## src/sv/pbb_pkg.sv

```systemverilog
// Shared types, constants and arithmetic helpers for the particle box bounce block.
`timescale 1ns / 1ps

package pbb_pkg;

  localparam int QW = 32;
  localparam int DtW = 17;
  localparam int BfW = 17;
  localparam int IdxW = 3;
  localparam int PipeDepth = 5;

  localparam logic signed [20:0] GravityQ = -21'sd642908;
  localparam logic signed [31:0] RadiusQ = 32'sd6554;

  localparam logic [DtW-1:0] TimeStepReset = 17'd1092;
  localparam logic signed [QW-1:0] BoxMinReset = -32'sd65536;
  localparam logic signed [QW-1:0] BoxMaxReset = 32'sd65536;
  localparam logic [BfW-1:0] BounceReset = 17'd52429;

  typedef logic signed [QW-1:0] q_t;

  typedef enum logic [IdxW-1:0] {
    RegTimeStep,
    RegBoxMinX,
    RegBoxMinY,
    RegBoxMinZ,
    RegBoxMaxX,
    RegBoxMaxY,
    RegBoxMaxZ,
    RegBounceFactor
  } reg_idx_e;

  typedef struct packed {
    q_t pos_x;
    q_t pos_y;
    q_t pos_z;
    q_t vel_x;
    q_t vel_y;
    q_t vel_z;
  } item_t;

  typedef struct packed {
    q_t new_pos_x;
    q_t new_pos_y;
    q_t new_pos_z;
    q_t new_vel_x;
    q_t new_vel_y;
    q_t new_vel_z;
    logic [2:0] bounce_mask;
  } result_t;

  typedef struct packed {
    logic [DtW-1:0] time_step;
    q_t box_min_x;
    q_t box_min_y;
    q_t box_min_z;
    q_t box_max_x;
    q_t box_max_y;
    q_t box_max_z;
    logic [BfW-1:0] bounce_factor;
  } cfg_t;

  function automatic logic signed [63:0] sx32(input logic [31:0] v);
    return {{32{v[31]}}, v};
  endfunction

  // Divide by 2^16, rounding to nearest with ties towards plus infinity.
  function automatic logic signed [63:0] rnd16(input logic signed [63:0] p);
    logic signed [63:0] t;
    t = p + 64'sd32768;
    return t >>> 16;
  endfunction

  function automatic q_t sat_q(input logic signed [63:0] v);
    q_t r;
    if (v > 64'sd2147483647) begin
      r = 32'sh7fffffff;
    end else if (v < -64'sd2147483648) begin
      r = 32'sh80000000;
    end else begin
      r = v[31:0];
    end
    return r;
  endfunction

endpackage

```

## src/sv/pbb_grav.sv

```systemverilog
// Two pipeline stages that apply gravity to the y velocity of each particle.
`timescale 1ns / 1ps

module pbb_grav (
  input  logic                      clk_i,
  input  pbb_pkg::item_t            item_i,
  input  logic [pbb_pkg::DtW-1:0]   time_step_i,
  output pbb_pkg::item_t            item_o
);

  pbb_pkg::item_t     item1_q, item2_q, item2_d;
  logic signed [37:0] gprod_q, gprod_d;
  logic signed [63:0] vy_sum;

  assign gprod_d = pbb_pkg::GravityQ * $signed({1'b0, time_step_i});

  always_comb begin
    vy_sum = pbb_pkg::sx32(item1_q.vel_y)
           + pbb_pkg::rnd16({{26{gprod_q[37]}}, gprod_q});
    item2_d = item1_q;
    item2_d.vel_y = pbb_pkg::sat_q(vy_sum);
  end

  always_ff @(posedge clk_i) begin
    item1_q <= item_i;
    gprod_q <= gprod_d;
    item2_q <= item2_d;
  end

  assign item_o = item2_q;

endmodule

```

## config.mk

```make
export PLATFORM = sky130hd
export DESIGN_NAME = pbb_grav
export DESIGN_NICKNAME = d
export VERILOG_FILES = /design/src/sv/pbb_pkg.sv /design/src/sv/pbb_grav.sv
export SDC_FILE = /design/constraint.sdc
export NUM_CORES = 1
export LEC_CHECK = 0
export ABC_AREA = 1
export BUFFER_PORTS_ARGS = -buffer_cell sky130_fd_sc_hd__buf_2
export CORE_MARGIN = 8
export CORE_UTILIZATION = 55
export CTS_BUF_LIST = sky130_fd_sc_hd__clkbuf_4 sky130_fd_sc_hd__clkbuf_8 sky130_fd_sc_hd__clkbuf_16
export DETAILED_ROUTE_END_ITERATION = 7
export PLACE_DENSITY = 0.92
export SLEW_MARGIN = 25
export SYNTH_ARGS = -nofsm -noshare
export SYNTH_HDL_FRONTEND = slang
export SYNTH_SLANG_ARGS = --single-unit
```

## constraint.sdc

```tcl
create_clock -name clk_i -period 7.36 [get_ports clk_i]
set_input_delay 1.104 -clock clk_i [delete_from_list [all_inputs] [get_ports clk_i]]
set_output_delay 1.104 -clock clk_i [all_outputs]
set_load 0.05 [all_outputs]
```

=== Yosys cells after proc, flatten, opt, wreduce, memory -nomap -nowiden ===
Cells that the tools add are included.

* Multipliers: 1
* Mux-type cells: 1
* $lt $le $gt $ge: 2
* $add $sub $neg: 2

{| class="wikitable"
|+ Operators with widths
! cell !! number
|-
| adder 38 x 17 -> 39 bit, second input constant || 1
|-
| multiplier 19 x 18 -> 36 bit, first input constant || 1
|-
| adder 32 x 23 -> 33 bit || 1
|-
| greater-than comparator 33 x 32 -> 1 bit, second input constant || 1
|-
| < comparator 33 x 32 -> 1 bit, second input constant || 1
|-
| 2-to-1 mux 32 bit || 1
|}

* Output and inout port bits: 192
* Bits of input ports: 210
* Register bits: 420
* Word-level logic and storage cells: 19

=== Longest topological paths before layout ===
* Word-level depth: 4
* Depth in mapped cells: 25
* Mapped depth without buffers: 24

=== Least setup slack after synthesis ===
OpenSTA, ideal clock, no wires.

* Path type: input-to-reg
* Start: input port time_step_i[3] in the netlist's numbering
* End: register gprod_q[37]
* Data required time: 7248 ps
* Setup slack: 1327 ps
* Buffers on the path: 0
* Setup time: 112 ps
* Arrival time: 5921 ps
* Cell stages on the path: 18
* Path through: fa_1 fa_1 inv_1 fa_1 inv_1 fa_1 fa_1 inv_1 fa_1 inv_1 ha_1 nand2_1 nor2_1 inv_1 nor4_1 a21oi_1 nand2_1 nand2_1

* Longest elaborated chain between the ends: 1

{| class="wikitable"
|+ Ends and longest elaborated chain
! what !! line !! source
|-
| start, declared || pbb_grav.sv:7 || <nowiki>input logic [pbb_pkg::DtW-1:0] time_step_i,</nowiki>
|-
| multiplier 19 x 18 -> 36 bit || pbb_grav.sv:15 || <nowiki>assign gprod_d = pbb_pkg::GravityQ * $signed({1'b0, time_step_i});</nowiki>
|-
| via gprod_d[37] || pbb_grav.sv:12 || <nowiki>logic signed [37:0] gprod_q, gprod_d;</nowiki>
|-
| end signal, assigned || pbb_grav.sv:26 || <nowiki>gprod_q <= gprod_d;</nowiki>
|-
| end, declared || pbb_grav.sv:12 ||
|}

The timed path passes the listed nets, and every way through them passes these cells.
A chain may end at the register's enable or synchronous reset.

=== Final worst setup path ===
Same ends and word-level chain as after synthesis.

==> results.md <==
* WP data arrival at 6520 ps
* Die X at 197 um
* H-tree lvl count at 2
* Slew @ Worst Pin at 825 ps
* CTS tree: done
* Seq/Total Area, Yosys at 45.1%
* Crit path max-delay cell type: fa_1
* CP max stage delay at 770 ps
* Yosys cell types at 37
* Area Growth Syn to Fin at 21.2%
* Pre-antenna DRT Iters at 5
* Total CTS buffers at 38
* Initial antenna violation count at 4
* Crit Path Max Fanout at 7
* Nets at 2,828
* Seq. cell area at 8150 sq um
* Placement Rows at 66
* Share of layout cells above drive strength 1 at 21.1%
* GP Congestion at 0.967
* Final setup margin at 1260 ps
* Global-route wire length before repair at 77,400 um
* Core area at 32,500 sq um
* RSZ-0062 raised after global routing: false
* Critical Path Sink Type: flop
* Count of input and output buffers at 401
* Ys async rst share at 0%
* Die Span Y at 197 um
* Cts repair resizes at 0
* Final HPWL DP at 42,200 um
* Post-route DRC at 0
* Outcome: finished, final reports clean
* Hold Vio Cnt, Final at 0
* Fin crit share at 82.9%
* Max Cap Viol at 0
* Number of synthesized register bits at 407
* Synth warnings at 0
* Via count at 13,500
* Synthesized area at 18,100 sq um
* Worst slew margin at 44.8%
* DP Cell Count at 2,720
* Starting Density at 55.7%
* Cts hold-fix bufs at 0
* DR iter-0 viols at 642
* Clock buffer depth at 3
* Synth Flop Type: dfxtp_1
* Multi-input gate area at 8320 sq um
* CP required at 7780 ps
* Max Clk Rate at 164 MHz
* Largest net degree at the start of global routing at 32
* Later-pin clock latency in the skew report at 550 ps
* Post-Syn Instances at 1,883
* Max-slew violation count at 0
* Drt via density at 4.84
* Fillers at 2,467
* Avg WL per Cell at 18.4 um
* Clk slew on worst S/H paths at 60 ps
* Final WL at 51,300 um
* Post-CTS setup buffers at 0
* Worst clock skew at 33.0 ps
* Total negative slack at 0 ps
* Critical Path Start Type: primary input
* Tot GR Track Use at 25.6%
* Syn avg cell area at 9.60 sq um
* IO Pins at 402
* Critical path class: in -> reg
* Pre-CTS WS at 710 ps
* Post-synth EDFFs at 0
* Post-route ant nets at 0
* Final setup vio count at 0
* Most frequent CP cell: fa_1
* Die ar. at 38,900 sq um
* Min-Delay Path Class: reg -> reg
* Number of global-route vias before repair at 14,300
* Clk sinks at 407
* Syn_nets at 2,393
* CP Cell Sequence: buf_2 > fa_1 > fa_1 > inv_1 > fa_1 > inv_1 > fa_1 > fa_1 > inv_1 > fa_1 > inv_1 > ha_1 > nand2_1 > nor2_1 > inv_1 > nor4_1 > a21oi_1 > nand2_1 > nand2_1
* GRT overflow at 0
* Final std cells w/o fill at 2,792
* Final worst path period need at 6100 ps
* Clock Root Buffer: clkbuf_16
## critical path: cells and delay by family
family / cells / cell delay, ps
AND/OR/NAND/NOR: 5 / 770
adder cells (fa/ha/maj): 7 / 3860
AO/OA/AOI/OAI: 1 / 120
buffers and inverters: 6 / 640
## kinds of logic (layout without fill, tap and decap cells)
| kind of cell | after synthesis | count (layout) | share of synthesized area (%) |
|---|---|---|---|
| buffers and inverters | 416 | 881 | 8.89 |
| AOI/OAI and AO/OA | 104 | 104 | 3.33 |
| xor gates and xnor gates | 61 | 61 | 2.96 |
| other | 0 | 2 | 0 |
| adders and majority gates | 300 | 300 | 26.2 |
| DFF | 407 | 407 | 45.1 |
| and+or+nand+nor | 595 | 595 | 13.5 |
## registers in the layout, indices dropped and copies added, names as in the netlist
signal,count
item1_q,192
gprod_q,23
item_o,192
## cell usage after synthesis (3+ instances only)
library cell / instances / area (sq um)
ha_1: 169 / 2110
buf_6: 6 / 67.6
o21a_1: 3 / 22.5
o21bai_1: 11 / 82.6
inv_2: 5 / 18.8
a31oi_1: 4 / 25.0
o211ai_1: 4 / 30.0
nor3_1: 16 / 80.1
o21ai_0: 19 / 95.1
nand3_2: 3 / 30.0
inv_1: 405 / 1520
xnor2_1: 14 / 123
a21o_1: 7 / 52.6
nor4_1: 4 / 25.0
nor2_1: 105 / 394
dfxtp_1: 407 / 8150
xor2_1: 47 / 412
fa_1: 131 / 2620
nand4_1: 10 / 62.6
a21boi_0: 3 / 22.5
nand2_1: 388 / 1460
nand2_2: 8 / 50.1
a21oi_1: 51 / 255
nand3_1: 48 / 240
## through the flow
stage          hold WS, ps  util [%]  area (sq um)
3_3_place_gp           309      63.4         20600
3_5_place_dp           312      63.4         20600
4_1_cts                317      67.4         21900
2_1_floorplan          310         -         18100
5_1_grt                325      67.5         21900
6_report               317      67.5         21900
## path summary, 6_finish.rpt
| check | from | endpoint | slack (ps) | depth (start not counted) |
|---|---|---|---|---|
| hold / removal | item1_q[19]$_DFF_P_ | item_o[19]$_DFF_P_ | 320 | 0 |
| setup reg to reg | gprod_q[24]$_DFF_P_ | item_o[32]$_SDFF_PN1_ | 2900 | 15 |
| setup / recovery | time_step_i[3] | gprod_q[37]$_DFF_P_ | 1260 | 19 |
| hold reg to reg | item1_q[19]$_DFF_P_ | item_o[19]$_DFF_P_ | 320 | 0 |
## layout by cell type (no fill, tap or decap), drive strengths merged, types with 4 or more instances in the layout
cell type and count:
a21o 7, a21oi 51, a31oi 4, buf 401, clkbuf 51, clkinv 11
dfxtp 407, fa 131, ha 169, inv 413, nand2 397, nand3 51
nand4 11, nor2 108, nor3 17, nor4 4, o211ai 4, o21ai 19
o21bai 11, xnor2 14, xor2 47
## layer usage
layer	part of all wire, %	track usage (%)	vias up
li1	-	-	6563
met5	0.025	0	-
met4	4.6	11.7	2
met2	53	49.0	482
met3	6.0	4.50	124
met1	37	26.7	6353
## cell type report
class / instances / area share, %
Multi-Input combinational cell: 1060 / 38.0
Sequential cell: 407 / 37.2
Timing Repair Buffer: 401 / 9.16
Inverter: 410 / 7.03
Clock buffer: 51 / 4.99
Tap cell: 442 / 2.53
Clock inverter: 19 / 1.08
Antenna cell: 2 / 0.0229
Power is not shown: default switching activity piles up to over one toggle a cycle in this logic, so the estimate is an artifact.
