<file path="src/sv/pbb_pkg.sv">
// Shared types, constants and arithmetic helpers for the particle box bounce block.
`timescale 1ns / 1ps

package pbb_pkg;

  localparam int QW = 32;
  localparam int DtW = 17;
  localparam int BfW = 17;
  localparam int IdxW = 3;
  localparam int PipeDepth = 5;

  localparam logic signed [20:0] GravityQ = -21'sd642908;
  localparam logic signed [31:0] RadiusQ = 32'sd6554;

  localparam logic [DtW-1:0] TimeStepReset = 17'd1092;
  localparam logic signed [QW-1:0] BoxMinReset = -32'sd65536;
  localparam logic signed [QW-1:0] BoxMaxReset = 32'sd65536;
  localparam logic [BfW-1:0] BounceReset = 17'd52429;

  typedef logic signed [QW-1:0] q_t;

  typedef enum logic [IdxW-1:0] {
    RegTimeStep,
    RegBoxMinX,
    RegBoxMinY,
    RegBoxMinZ,
    RegBoxMaxX,
    RegBoxMaxY,
    RegBoxMaxZ,
    RegBounceFactor
  } reg_idx_e;

  typedef struct packed {
    q_t pos_x;
    q_t pos_y;
    q_t pos_z;
    q_t vel_x;
    q_t vel_y;
    q_t vel_z;
  } item_t;

  typedef struct packed {
    q_t new_pos_x;
    q_t new_pos_y;
    q_t new_pos_z;
    q_t new_vel_x;
    q_t new_vel_y;
    q_t new_vel_z;
    logic [2:0] bounce_mask;
  } result_t;

  typedef struct packed {
    logic [DtW-1:0] time_step;
    q_t box_min_x;
    q_t box_min_y;
    q_t box_min_z;
    q_t box_max_x;
    q_t box_max_y;
    q_t box_max_z;
    logic [BfW-1:0] bounce_factor;
  } cfg_t;

  function automatic logic signed [63:0] sx32(input logic [31:0] v);
    return {{32{v[31]}}, v};
  endfunction

  // Divide by 2^16, rounding to nearest with ties towards plus infinity.
  function automatic logic signed [63:0] rnd16(input logic signed [63:0] p);
    logic signed [63:0] t;
    t = p + 64'sd32768;
    return t >>> 16;
  endfunction

  function automatic q_t sat_q(input logic signed [63:0] v);
    q_t r;
    if (v > 64'sd2147483647) begin
      r = 32'sh7fffffff;
    end else if (v < -64'sd2147483648) begin
      r = 32'sh80000000;
    end else begin
      r = v[31:0];
    end
    return r;
  endfunction

endpackage

</file>
<file path="src/sv/pbb_cfg.sv">
// Configuration register file for the particle box bounce block.
`timescale 1ns / 1ps

module pbb_cfg (
  input  logic                   clk_i,
  input  logic                   rst_ni,
  input  logic                   wr_en_i,
  input  logic [pbb_pkg::IdxW-1:0] wr_idx_i,
  input  logic [31:0]            wr_data_i,
  output pbb_pkg::cfg_t          cfg_o
);

  pbb_pkg::cfg_t cfg_q;

  always_ff @(posedge clk_i or negedge rst_ni) begin
    if (!rst_ni) begin
      cfg_q.time_step     <= pbb_pkg::TimeStepReset;
      cfg_q.box_min_x     <= pbb_pkg::BoxMinReset;
      cfg_q.box_min_y     <= pbb_pkg::BoxMinReset;
      cfg_q.box_min_z     <= pbb_pkg::BoxMinReset;
      cfg_q.box_max_x     <= pbb_pkg::BoxMaxReset;
      cfg_q.box_max_y     <= pbb_pkg::BoxMaxReset;
      cfg_q.box_max_z     <= pbb_pkg::BoxMaxReset;
      cfg_q.bounce_factor <= pbb_pkg::BounceReset;
    end else if (wr_en_i) begin
      case (pbb_pkg::reg_idx_e'(wr_idx_i))
        pbb_pkg::RegTimeStep:     cfg_q.time_step <= wr_data_i[pbb_pkg::DtW-1:0];
        pbb_pkg::RegBoxMinX:      cfg_q.box_min_x <= wr_data_i;
        pbb_pkg::RegBoxMinY:      cfg_q.box_min_y <= wr_data_i;
        pbb_pkg::RegBoxMinZ:      cfg_q.box_min_z <= wr_data_i;
        pbb_pkg::RegBoxMaxX:      cfg_q.box_max_x <= wr_data_i;
        pbb_pkg::RegBoxMaxY:      cfg_q.box_max_y <= wr_data_i;
        pbb_pkg::RegBoxMaxZ:      cfg_q.box_max_z <= wr_data_i;
        pbb_pkg::RegBounceFactor: cfg_q.bounce_factor <= wr_data_i[pbb_pkg::BfW-1:0];
        default: begin
        end
      endcase
    end
  end

  assign cfg_o = cfg_q;

endmodule

</file>
<file path="config.mk">
export PLATFORM = sky130hd
export DESIGN_NAME = pbb_cfg
export DESIGN_NICKNAME = d
export VERILOG_FILES = /design/src/sv/pbb_pkg.sv /design/src/sv/pbb_cfg.sv
export SDC_FILE = /design/constraint.sdc
export NUM_CORES = 1
export LEC_CHECK = 0
export BUFFER_PORTS_ARGS = -buffer_cell sky130_fd_sc_hd__buf_2
export CAP_MARGIN = 10
export CORE_UTILIZATION = 44
export DETAILED_ROUTE_END_ITERATION = 6
export PLACE_DENSITY = 0.74
export SLEW_MARGIN = 20
export SYNTH_ARGS = -nofsm -noshare
export SYNTH_HDL_FRONTEND = slang
export SYNTH_SLANG_ARGS = --single-unit
</file>
<file path="constraint.sdc">
create_clock -name clk_i -period 1.9 [get_ports clk_i]
set_clock_uncertainty 0.2 [all_clocks]
set_input_delay 0.095 -clock clk_i [delete_from_list [all_inputs] [get_ports clk_i]]
set_output_delay 0.095 -clock clk_i [all_outputs]
set_load 0.01 [all_outputs]
</file>
# Word level (Yosys, flattened, before mapping)
# Index checks and enable logic that the tools add are counted.
[totals]
regBits = 226
in_bits = 38
output_inout_bits = 226
elab_cells = 24
[op_classes]
eq_ne = 7
n_reduce_logical = 9
[op_table]
columns = ["cell", "n"]
rows = [
  ["AND reduction 2 bit", 8],
  ["== test 3 bit (second input constant)", 4],
  ["== test 3 x 2 -> 1 bit (second input constant)", 2],
  ["== test 3 x 1 -> 1 bit (second input constant)", 1],
  ["logical NOT 3 bit", 1],
]

# Depth between registers and ports, before layout
[depth]
ltp_word = 2
ltp_mapped = 5
depth_no_buf = 2

# Worst setup path before layout
# Ideal clock, no wire load.
[synth_path]
path_kind = "input -> register"
startpoint = "in wr_idx_i[0] (netlist name)"
endpoint = "reg cfg_q, in the netlist cfg_o[216]"
setup_time_ps = 125
arrival_ps = 1216
t_required_ps = 1575
slack_ps = 359
stages = 4
n_path_buf = 2
cell_sequence = "buf_6 > nor4b_4 > buf_8 > mux2_4"
[synth_between]
elab_chain_cells = 2
[synth_lines]
columns = ["element", "line", "text"]
rows = [
  ["start: declaration", "pbb_cfg.sv:8", "input logic [pbb_pkg::IdxW-1:0] wr_idx_i,"],
  ["logical NOT 3 bit", "pbb_cfg.sv:26", "case (pbb_pkg::reg_idx_e'(wr_idx_i))"],
  ["AND reduction 2 bit (no line)", "n/a", ""],
  ["end: declaration", "pbb_cfg.sv:13", "pbb_pkg::cfg_t cfg_q;"],
]
# Every way passes these cells.
# A chain may end at the register's enable or synchronous reset.

==> flow_summary.yaml <==
layout:
  n_antenna_cell: 0
  synthToLayoutAreaGrowth_pct: 33.6
  final_layout_size_suffix_gt1_share_pct: 73.7
  final_common_cell: "buf_2"
  final_cell_mix: "buf_2 (262), mux2_2 (204), dfrtp_1 (163)"
  instances_no_fill: 1076
  largest_reg_flops: 226
  fill_cells: 1418
  fin_nets: 837
floorplan:
  top_level_ports: 264
  core_area_um2: 18900
  rows: 50
  die_h_um: 142
  start_util_pct: 45.5
  die_w_um: 142
  die_area_um2: 20100
critical_path:
  critical_path.slowest_cell: "dlygate4sd3_1"
  worstSetupStartpoint: "rst_ni"
  cp.arrival_ps: 2020
  crit_path_cell_trace: "dlygate4sd3_1 > dlygate4sd3_1 > clkbuf_8 > buf_4"
  r2r-end: "cfg_o[99]"
  cp_max_fo: 61
  r2r-start: "cfg_o[99]"
  critPathRequiredTime_ps: 2320
  r2r_cells: 1
  worstSetupEndpointType: "asynchronous set/reset pin"
  worst_path_largest_cell_delay_ps: 550
  r2r_setup_slack_ps: 910
  path_delay_family: "buffers and inverters"
  cp.buffers_inverters: 4
  worstSetupPathType: "input pin to asynchronous set/reset pin"
  cp_num_cells: 4
  crit_path_end: "cfg_o[201]"
  crit_top_cell: "dlygate4sd3_1"
  startpoint_type: "input pin"
placement:
  gp_congestion: 0.769
  io_buffers: 263
  dp.cells: 1000
  dp_hpwl_um: 13800
synth:
  synth_xor_xnor_area_share_pct: 0
  yosysUniqueCellTypes: 14
  ys_seq_area_share_pct: 66.8
  syn_area_per_cell_um2: 17.6
  ys_ff_latch: 226
  synth_mux_area_share_pct: 30.1
  syn_nets: 525
  netlist_instances: 487
  yosys.area_share.simple_pct: 1.08
  synth_top_family_by_area: "multiplexers"
  syn_area_um2: 8590
  synth_fa_ha_area_share_pct: 0
  yosys_warnings: 0
  synth-compound-area-share_pct: 0
clocking:
  cts_root_buf: "clkbuf_16"
  clk_pin_slew_ps: 60
  cts_buffers: 23
  cts_tree: "done"
  clock_latency_ps: 510
  cts.sinks: 226
  cts_setup_buffers: 0
  cts.path.max_buffers: 3
  htree_levels: 1
global_routing:
  antenna_found_initial: 0
  grt.total_usage_pct: 21.4
  grt_pass1_vias: 5999
  grt_pass1_wl_um: 33300
  grt_max_degree: 62
  grt_overflow: 0
routing:
  first_pass_iters: 4
  wl_um: 21200
  num_vias: 5398
  avgRoutedWirePerCell_um: 19.7
  via_per_inst: 5.02
  first_iter_violations: 128
  route.detailed.drc: 0
  ant_nets: 0
timing:
  final-setup-viol-count: 0
  max_freq_ghz: 0.623
  hold_viol: 0
  period_share_pct: 84.4
  period_needed_ps: 1600
  finalMaxSlewViolations: 0
  finalSetupTns_ps: 0
  slew_headroom_pct: 56.9
  worst_pin_slew_ps: 645
  rsz0062_at_grt: "false"
hold_path:
  hp-class: "input pin to flip-flop"
run:
  max_cap_viol_count: 0
run_status:
  status: "finished clean"
power:
  peakVddDrop_v: 0.000911
  p_leak_nw: 5.39
  pwr_density_cell_nw_per_um2: 1250
==> routing by layer <==
layer / GRT usage, % / vias to the layer above / share of wire [%]
met5: 0 / - / 0
met1: 26.8 / 2785 / 42
met3: 6.92 / 42 / 8.2
li1: - / 2366 / -
met2: 35.1 / 205 / 48
met4: 7.24 / 0 / 2.7
==> report_power, final <==
group / leakage [nW] / internal, mW / switching [mW]
registers: 2.62 / 6.09 / 0.555
logic: 2.39 / 1.63 / 1.57
clock network: 0.386 / 2.72 / 1.83
==> stage by stage <==
stage	hold WS, ps	power [mW]	instance area, um2	worst slack, ps	util (%)
6_report	81.3	14.4	11500	296	60.8
5_1_grt	89.6	15.1	11500	193	60.8
4_1_cts	71.5	14.5	11500	288	60.8
3_5_place_dp	-81.2	9.89	10400	144	54.8
3_3_place_gp	-90.9	9.74	10400	191	54.8
2_1_floorplan	-401	8.23	8590	359	-
==> cell families (layout without fill, tap and decap cells) <==
kind of cell,count (synthesis),count (layout)
buf+inv,27,356
flops,226,226
simple gates,8,8
mux,226,226
==> layout make-up <==
| type | instances | area [um2] | share of cell area [%] |
|---|---|---|---|
| Clock buffer | 35 | 711 | 6.19 |
| Clock inverter | 7 | 70.1 | 0.610 |
| Multi-Input combinational cell | 234 | 2720 | 23.7 |
| Sequential cell | 226 | 5730 | 50.0 |
| Tap cell | 260 | 325 | 2.83 |
| Timing Repair Buffer | 314 | 1920 | 16.7 |
==> tightest hold or removal path, stage by stage <==
cell and delay, ps:
buf_2 150, nor4b_4 150, buf_12 160, mux2_4 200
==> worst min-delay path by stage <==
stage,from,end,slack (ps),cells past startpoint
2_1_floorplan,rst_ni,cfg_o[100],-400,0
3_3_place_gp,rst_ni,cfg_o[59],-90,1
3_5_place_dp,rst_ni,cfg_o[59],-80,1
4_1_cts,wr_en_i,cfg_o[225],70,4
5_1_grt,wr_en_i,cfg_o[225],90,4
6_report,wr_en_i,cfg_o[225],80,4
==> cells in the mapped netlist <==
| cell | n | area share (%) |
|---|---|---|
| clkbuf_2 | 1 | 0.058 |
| buf_2 | 14 | 0.82 |
| dfstp_2 | 63 | 19 |
| buf_6 | 2 | 0.26 |
| dfrtp_1 | 163 | 47 |
| buf_4 | 9 | 0.79 |
| mux2_1 | 12 | 1.6 |
| mux2_2 | 204 | 27 |
| buf_8 | 1 | 0.17 |
| nor4bb_1 | 3 | 0.35 |
| mux2_4 | 10 | 1.7 |
| nand4_2 | 1 | 0.15 |
| nand4b_1 | 3 | 0.31 |
| nor4b_4 | 1 | 0.28 |
==> repair_timing <==
| item | in CTS | in global routing |
|---|---|---|
| gates resized for setup | 0 | 0 |
| setup endpoints to repair | 0 | 0 |
| hold buffers | 34 | 0 |
| hold endpoints to repair | 410 | 0 |
(Power assumes the default switching activity.)
