<file path="config.mk">
export PLATFORM = sky130hd
export DESIGN_NAME = pbb_axis
export DESIGN_NICKNAME = d
export VERILOG_FILES = /design/src/sv/pbb_pkg.sv /design/src/sv/pbb_axis.sv
export SDC_FILE = /design/constraint.sdc
export NUM_CORES = 2
export LEC_CHECK = 0
export CORE_MARGIN = 1.5
export CORE_UTILIZATION = 50
export CTS_BUF_LIST = sky130_fd_sc_hd__clkbuf_2
export CTS_CLUSTER_SIZE = 12
export DETAILED_ROUTE_END_ITERATION = 10
export DONT_BUFFER_PORTS = 1
export PLACE_DENSITY = 0.68
export SYNTH_ARGS = -nofsm -noshare
export SYNTH_HDL_FRONTEND = slang
export SYNTH_SLANG_ARGS = --single-unit
</file>
<file path="constraint.sdc">
create_clock -name clk_i -period 7.2 [get_ports clk_i]
set_input_delay 0 -clock clk_i [delete_from_list [all_inputs] [get_ports clk_i]]
set_output_delay 0 -clock clk_i [all_outputs]
set_load 0.03 [all_outputs]
</file>
<file path="src/sv/pbb_pkg.sv">
// Shared types, constants and arithmetic helpers for the particle box bounce block.
`timescale 1ns / 1ps

package pbb_pkg;

  localparam int QW = 32;
  localparam int DtW = 17;
  localparam int BfW = 17;
  localparam int IdxW = 3;
  localparam int PipeDepth = 5;

  localparam logic signed [20:0] GravityQ = -21'sd642908;
  localparam logic signed [31:0] RadiusQ = 32'sd6554;

  localparam logic [DtW-1:0] TimeStepReset = 17'd1092;
  localparam logic signed [QW-1:0] BoxMinReset = -32'sd65536;
  localparam logic signed [QW-1:0] BoxMaxReset = 32'sd65536;
  localparam logic [BfW-1:0] BounceReset = 17'd52429;

  typedef logic signed [QW-1:0] q_t;

  typedef enum logic [IdxW-1:0] {
    RegTimeStep,
    RegBoxMinX,
    RegBoxMinY,
    RegBoxMinZ,
    RegBoxMaxX,
    RegBoxMaxY,
    RegBoxMaxZ,
    RegBounceFactor
  } reg_idx_e;

  typedef struct packed {
    q_t pos_x;
    q_t pos_y;
    q_t pos_z;
    q_t vel_x;
    q_t vel_y;
    q_t vel_z;
  } item_t;

  typedef struct packed {
    q_t new_pos_x;
    q_t new_pos_y;
    q_t new_pos_z;
    q_t new_vel_x;
    q_t new_vel_y;
    q_t new_vel_z;
    logic [2:0] bounce_mask;
  } result_t;

  typedef struct packed {
    logic [DtW-1:0] time_step;
    q_t box_min_x;
    q_t box_min_y;
    q_t box_min_z;
    q_t box_max_x;
    q_t box_max_y;
    q_t box_max_z;
    logic [BfW-1:0] bounce_factor;
  } cfg_t;

  function automatic logic signed [63:0] sx32(input logic [31:0] v);
    return {{32{v[31]}}, v};
  endfunction

  // Divide by 2^16, rounding to nearest with ties towards plus infinity.
  function automatic logic signed [63:0] rnd16(input logic signed [63:0] p);
    logic signed [63:0] t;
    t = p + 64'sd32768;
    return t >>> 16;
  endfunction

  function automatic q_t sat_q(input logic signed [63:0] v);
    q_t r;
    if (v > 64'sd2147483647) begin
      r = 32'sh7fffffff;
    end else if (v < -64'sd2147483648) begin
      r = 32'sh80000000;
    end else begin
      r = v[31:0];
    end
    return r;
  endfunction

endpackage

</file>
<file path="src/sv/pbb_axis.sv">
// Three pipeline stages that move one axis of a particle and reflect it off the walls.
`timescale 1ns / 1ps

module pbb_axis (
  input  logic                    clk_i,
  input  pbb_pkg::q_t             pos_i,
  input  pbb_pkg::q_t             vel_i,
  input  logic [pbb_pkg::DtW-1:0] time_step_i,
  input  logic [pbb_pkg::BfW-1:0] bounce_i,
  input  pbb_pkg::q_t             box_min_i,
  input  pbb_pkg::q_t             box_max_i,
  output pbb_pkg::q_t             pos_o,
  output pbb_pkg::q_t             vel_o,
  output logic                    hit_o
);

  logic signed [32:0] neg_vel;
  logic signed [49:0] pm_q, pm_d;
  logic signed [50:0] rm_q, rm_d;
  pbb_pkg::q_t        pos3_q, vel3_q;
  pbb_pkg::q_t        pos4_q, pos4_d, rv4_q, rv4_d, vel4_q;
  pbb_pkg::q_t        pos5_q, pos5_d, vel5_q, vel5_d;
  logic               hit5_q, hit5_d;
  logic signed [63:0] p_ext, r_ext;
  logic               lo_hit, hi_hit;

  assign neg_vel = -$signed({vel_i[31], vel_i});
  assign pm_d = $signed(vel_i) * $signed({1'b0, time_step_i});
  assign rm_d = neg_vel * $signed({1'b0, bounce_i});

  assign pos4_d = pbb_pkg::sat_q(pbb_pkg::sx32(pos3_q)
                + pbb_pkg::rnd16({{14{pm_q[49]}}, pm_q}));
  assign rv4_d = pbb_pkg::sat_q(pbb_pkg::rnd16({{13{rm_q[50]}}, rm_q}));

  always_comb begin
    p_ext  = pbb_pkg::sx32(pos4_q);
    r_ext  = pbb_pkg::sx32(pbb_pkg::RadiusQ);
    lo_hit = (p_ext - r_ext) < pbb_pkg::sx32(box_min_i);
    hi_hit = (p_ext + r_ext) > pbb_pkg::sx32(box_max_i);
    pos5_d = pos4_q;
    vel5_d = vel4_q;
    hit5_d = 1'b0;
    if (lo_hit) begin
      pos5_d = pbb_pkg::sat_q(pbb_pkg::sx32(box_min_i) + r_ext);
      vel5_d = rv4_q;
      hit5_d = 1'b1;
    end else if (hi_hit) begin
      pos5_d = pbb_pkg::sat_q(pbb_pkg::sx32(box_max_i) - r_ext);
      vel5_d = rv4_q;
      hit5_d = 1'b1;
    end
  end

  always_ff @(posedge clk_i) begin
    pos3_q <= pos_i;
    vel3_q <= vel_i;
    pm_q   <= pm_d;
    rm_q   <= rm_d;
    pos4_q <= pos4_d;
    rv4_q  <= rv4_d;
    vel4_q <= vel3_q;
    pos5_q <= pos5_d;
    vel5_q <= vel5_d;
    hit5_q <= hit5_d;
  end

  assign pos_o = pos5_q;
  assign vel_o = vel5_q;
  assign hit_o = hit5_q;

endmodule

</file>
=== Yosys cells after proc, flatten, opt, wreduce, memory -nomap -nowiden ===
Index checks and enable logic that the tools add are counted.

* Register bits: 326

* Muxes and demuxes: 11
* Add/sub/neg operators: 8
* $lt $le $gt $ge: 10
* Multiply operators: 2

{| class="wikitable"
|+ Operators with widths
! cell !! count
|-
| 32-bit 2-to-1 mux || 10
|-
| 36-bit by 32-bit greater-than comparator with 1-bit output (second input constant) || 2
|-
| 36-bit by 32-bit less-than comparator with 1-bit output (second input constant) || 2
|-
| 32-bit by 14-bit adder with 33-bit output (second input constant) || 2
|-
| 33-bit by 32-bit greater-than comparator with 1-bit output (second input constant) || 2
|-
| 33-bit by 32-bit less-than comparator with 1-bit output (second input constant) || 2
|-
| 32-bit by 14-bit subtractor with 33-bit output (second input constant) || 2
|-
| 51-bit by 17-bit adder with 52-bit output (second input constant) || 1
|-
| 50-bit by 17-bit adder with 51-bit output (second input constant) || 1
|-
| 33-bit by 18-bit multiplier with 51-bit output || 1
|-
| 32-bit by 18-bit multiplier with 50-bit output || 1
|-
| 32-bit by 35-bit adder with 36-bit output || 1
|-
| 33-bit by 32-bit greater-than comparator with 1-bit output || 1
|-
| 33-bit by 32-bit less-than comparator with 1-bit output || 1
|-
| 32-bit negator with 33-bit output || 1
|-
| 1-bit 2-to-1 mux || 1
|}

=== Logic depth before layout (Yosys ltp) ===
* Depth after elaboration: 6
* Depth in mapped cells: 33
* Mapped depth without buffers: 32

=== Worst setup path before layout ===
OpenSTA, ideal clock, no wires.

* Path kind: input to register
* Start point: input port vel_i[4]
* End point: register rm_q[48]
* Cell stages on the path: 29
* Setup slack: -0.147 ns
* Path buffers: 2
* Library setup time: 0.072 ns
* Required time: 7.128 ns
* Arrival: 7.275 ns
* Path through: buf_2 or3_4 nor4_4 nand2_1 nor4_2 nand3_1 nor2b_1 a21oi_1 clkbuf_1 and2_1 fa_1 fa_1 fa_1 fa_1 fa_1 inv_1 fa_1 inv_1 ha_1 a21oi_1 nor2b_1 o21ai_0 nand2b_1 a21oi_1 nor2b_1 o21ai_0 nand2b_1 a221oi_1 xnor2_1

* Longest elaborated chain between the ends: 2

{| class="wikitable"
|+ RTL lines
! what !! line !! source
|-
| from (decl) || pbb_axis.sv:7 || <nowiki>input pbb_pkg::q_t vel_i,</nowiki>
|-
| 32-bit negator with 33-bit output || pbb_axis.sv:27 || <nowiki>assign neg_vel = -$signed({vel_i[31], vel_i});</nowiki>
|-
| 33-bit by 18-bit multiplier with 51-bit output || pbb_axis.sv:29 || <nowiki>assign rm_d = neg_vel * $signed({1'b0, bounce_i});</nowiki>
|-
| net rm_d[48] || pbb_axis.sv:19 || <nowiki>logic signed [50:0] rm_q, rm_d;</nowiki>
|-
| to (signal assigned) || pbb_axis.sv:58 || <nowiki>rm_q <= rm_d;</nowiki>
|-
| to (decl) || pbb_axis.sv:19 ||
|}

The timed path passes the listed nets, and every way through them passes these cells.
A chain may end at the register's enable or synchronous reset.

=== Worst setup path in the final report ===
* Start point: input port vel_i[4]
* End point: register rm_q[36]

Same word-level chain as after synthesis.

==> key figures <==
Run status
  – Status: finished, violations left
  – Failing checks: design-rule violations

Drt
  – Via Count: 41,500
  – Antenna viol nets, final: 0
  – DRT iter0 DRCs: 3,644
  – WL final: ~150,000 um
  – Vias per cell: 5.42
  – WL/cell: about 20 um
  – DRC viols: 2
  – Drt pass-1 iters: 11

Clock tree
  – H-tree levels: 3
  – Post-cts resize count: 0
  – CTS tree: done
  – Total clock sinks: between 200 and 300
  – Worst-path clk slew: 0.11 ns
  – Later-pin clock latency in the skew report: 1.24 ns
  – Clock buffer depth: 3
  – Post-CTS setup buffers: 0
  – Root Driver: clkbuf_2
  – CTS buffer count: 79

STA
  – Timing-limited maximum frequency: roughly 150 MHz
  – Final Hold Vio Count: 0
  – Final period util: around nine tenths
  – Slew HR: 7.15%
  – Setup tns final: 0 ns
  – Slew of the pin with the lowest slew margin: 1.39 ns
  – Setup violations, final: 0
  – Pins Over Slew Limit: 0
  – Max Clock Skew: 0.211 ns
  – RSZ-0062 raised after global routing: false
  – Final Critical Period: 6.48 ns
  – Worst hold slack: 0.0902 ns

Cells and area
  – Fraction of layout cells with a size suffix above 1: 6.36%
  – Synthesis-to-layout area growth: 13.2%
  – Final non-filler cell total: 7,661
  – Fillers: 9,082
  – Final #Nets: 7,771

Yosys
  – Seq/Total Area, Yosys: 11.3%
  – Post-Syn Area: 52,400 sq um
  – Synth Warn #: 0
  – FF+latch count, synth: 296
  – Synth top area cells: fa_1, dfxtp_1, inv_1, ha_1, nand2_1
  – Fraction of registers with async set/reset: 0%
  – Synth area leader: fa_1
  – Top-count cell post-synth: inv_1
  – Post-synth EDFFs: 0
  – Netlist cell types: 83
  – Synth top cells by count: inv_1, fa_1, nand2_1, and2_1, ha_1
  – Avg Cell Area, Syn: 8.98 sq um
  – Cell count after synthesis: 5,830
  – Synth Flop Type: dfxtp_1
  – Synth top area share: 40.3%
  – Syn Nets: approximately 7,400

Global route
  – Largest net degree at the start of global routing: 34
  – Number of global-route vias before repair: 44,900
  – M3 GR Usage: 8.56%
  – GRT overflow: 0
  – Initial antenna violation count: 18
  – Global-route wire length before repair: 249,000 um
  – Met2 Resource Use GR: 47.5%
  – Total GRT Usage: between 20 and 30%
  – Met1 usage: 38.4%
  – Global route hottest layer: met2

Min path
  – WHS Path Cells: 2
  – Hold path startpoint: vel_i[28]
  – Hold Crit Class: in -> reg
  – Worst Hold Path EP: vel3_q[28]$_DFF_P_

Die
  – Height of the die: 327 um
  – Starting Density: between 50 and 60%
  – Core area: 104,000 sq um
  – Io pins: 228
  – Cell Rows: about 120
  – Die Width: 327 um
  – Die area: 107,000 sq um

Critical path
  – Slowest stage cell, crit path: fa_1
  – Worst Setup Path Type: in -> reg
  – Slowest stage delay, CP: 0.54 ns
  – Nature of the critical path startpoint: primary input
  – R2R Setup Slk: 0.93 ns
  – Nature of the critical path endpoint: flop
  – Top cell by count, worst path: fa_1
  – Max FO, Critical Path: 20
  – Reg2reg start: pos4_q[1]$_SDFF_PN1_
  – WP data arrival: 7.45 ns
  – Worst path required time: 8.17 ns
  – Worst R2R Path Depth: 24
  – Reg2reg end: pos_o[21]$_DFF_P_

Placement
  – Cell total after placement: 7,148
  – I/O Buffers: 0
  – GPL Wtd Cong: 0.948
  – Detailed placement HPWL: 112,000 um

Flow run
  – MaxCap Viol Count: 0
[worst max-delay path: cells and delay by family]
kind | cells | cell delay (ns)
compound gates | 7 | 1.43
xor+xnor | 2 | 0.50
fa+ha+maj | 7 | 3.21
buf+inv | 7 | 0.64
simple gates | 9 | 1.65
[how the worst max path moves through the flow]
stage | start | endpoint | slack [ns] | depth (start not counted)
floorplan | vel_i[4] | rm_q[48]$_DFF_P_ | 0.01 | 29
global placement | vel_i[4] | rm_q[48]$_DFF_P_ | -0.13 | 29
detailed placement | vel_i[4] | rm_q[36]$_DFF_P_ | -0.28 | 32
CTS | vel_i[4] | rm_q[36]$_DFF_P_ | 0.84 | 32
global route | vel_i[4] | rm_q[36]$_DFF_P_ | 0.27 | 32
finish | vel_i[4] | rm_q[36]$_DFF_P_ | 0.72 | 32
[stage by stage]
stage	cell area (sq um)	utilization [%]	worst slack (ns)
4_1_cts	59200	57.1	0.840
5_1_grt	59200	57.1	0.267
3_5_place_dp	54700	52.8	-0.282
6_report	59200	57.2	0.721
3_3_place_gp	54700	52.8	-0.132
2_1_floorplan	52400	-	0.0116
[placed cells by master (no fill, tap or decap), types with 137 or more instances in the layout]
cell type      count
dlygate4sd3_1    364
buf_4            187
fa_1            1053
inv_1           1285
a21oi_1          137
ha_1             341
xnor2_1          213
nand2_1          796
and2_1           437
dfxtp_1          296
[metal layers]
layer,part of all wire (%),wire (um)
met5,0.10,157
met4,4.6,7110
met3,11,16300
met2,45,69800
met1,40,61500
[flip-flops by register name, indices dropped and copies added (netlist names)]
register / flops
pos4_q: 32
rm_q: 36
rv4_q: 32
pos3_q: 32
vel3_q: 32
vel_o: 32
pos_o: 32
vel4_q: 32
hit_o: 1
pm_q: 35
[final cells by class]
cell class | count | area, sq um | share of cell area [%]
Antenna cell | 10 | 25.0 | 0.0422
Timing Repair Buffer | 561 | 5250 | 8.86
Inverter | 1285 | 4820 | 8.14
Multi-Input combinational cell | 3990 | 40600 | 68.6
Tap cell | 1380 | 1730 | 2.91
Clock inverter | 29 | 319 | 0.539
Sequential cell | 296 | 5930 | 10.0
Clock buffer | 110 | 551 | 0.929
[logic make-up (layout without fill, tap and decap cells)]
kind of cell | Yosys count | in the layout | synth area share, %
AOI/OAI and AO/OA | 509 | 509 | 6.14
xor gates and xnor gates | 312 | 312 | 5.22
adders and majority gates | 1395 | 1395 | 48.5
buffers and inverters | 1544 | 1985 | 11.2
DFF | 296 | 296 | 11.3
muxes | 96 | 96 | 2.12
other | 0 | 10 | 0
and+or+nand+nor | 1678 | 1678 | 15.6
[timing repair]
action                     CTS  global route
hold endpoints to repair   102             0
hold buffers               364             0
setup endpoints to repair    0             0
Power is not shown: default switching activity piles up to over one toggle a cycle in this logic, so the estimate is an artifact.
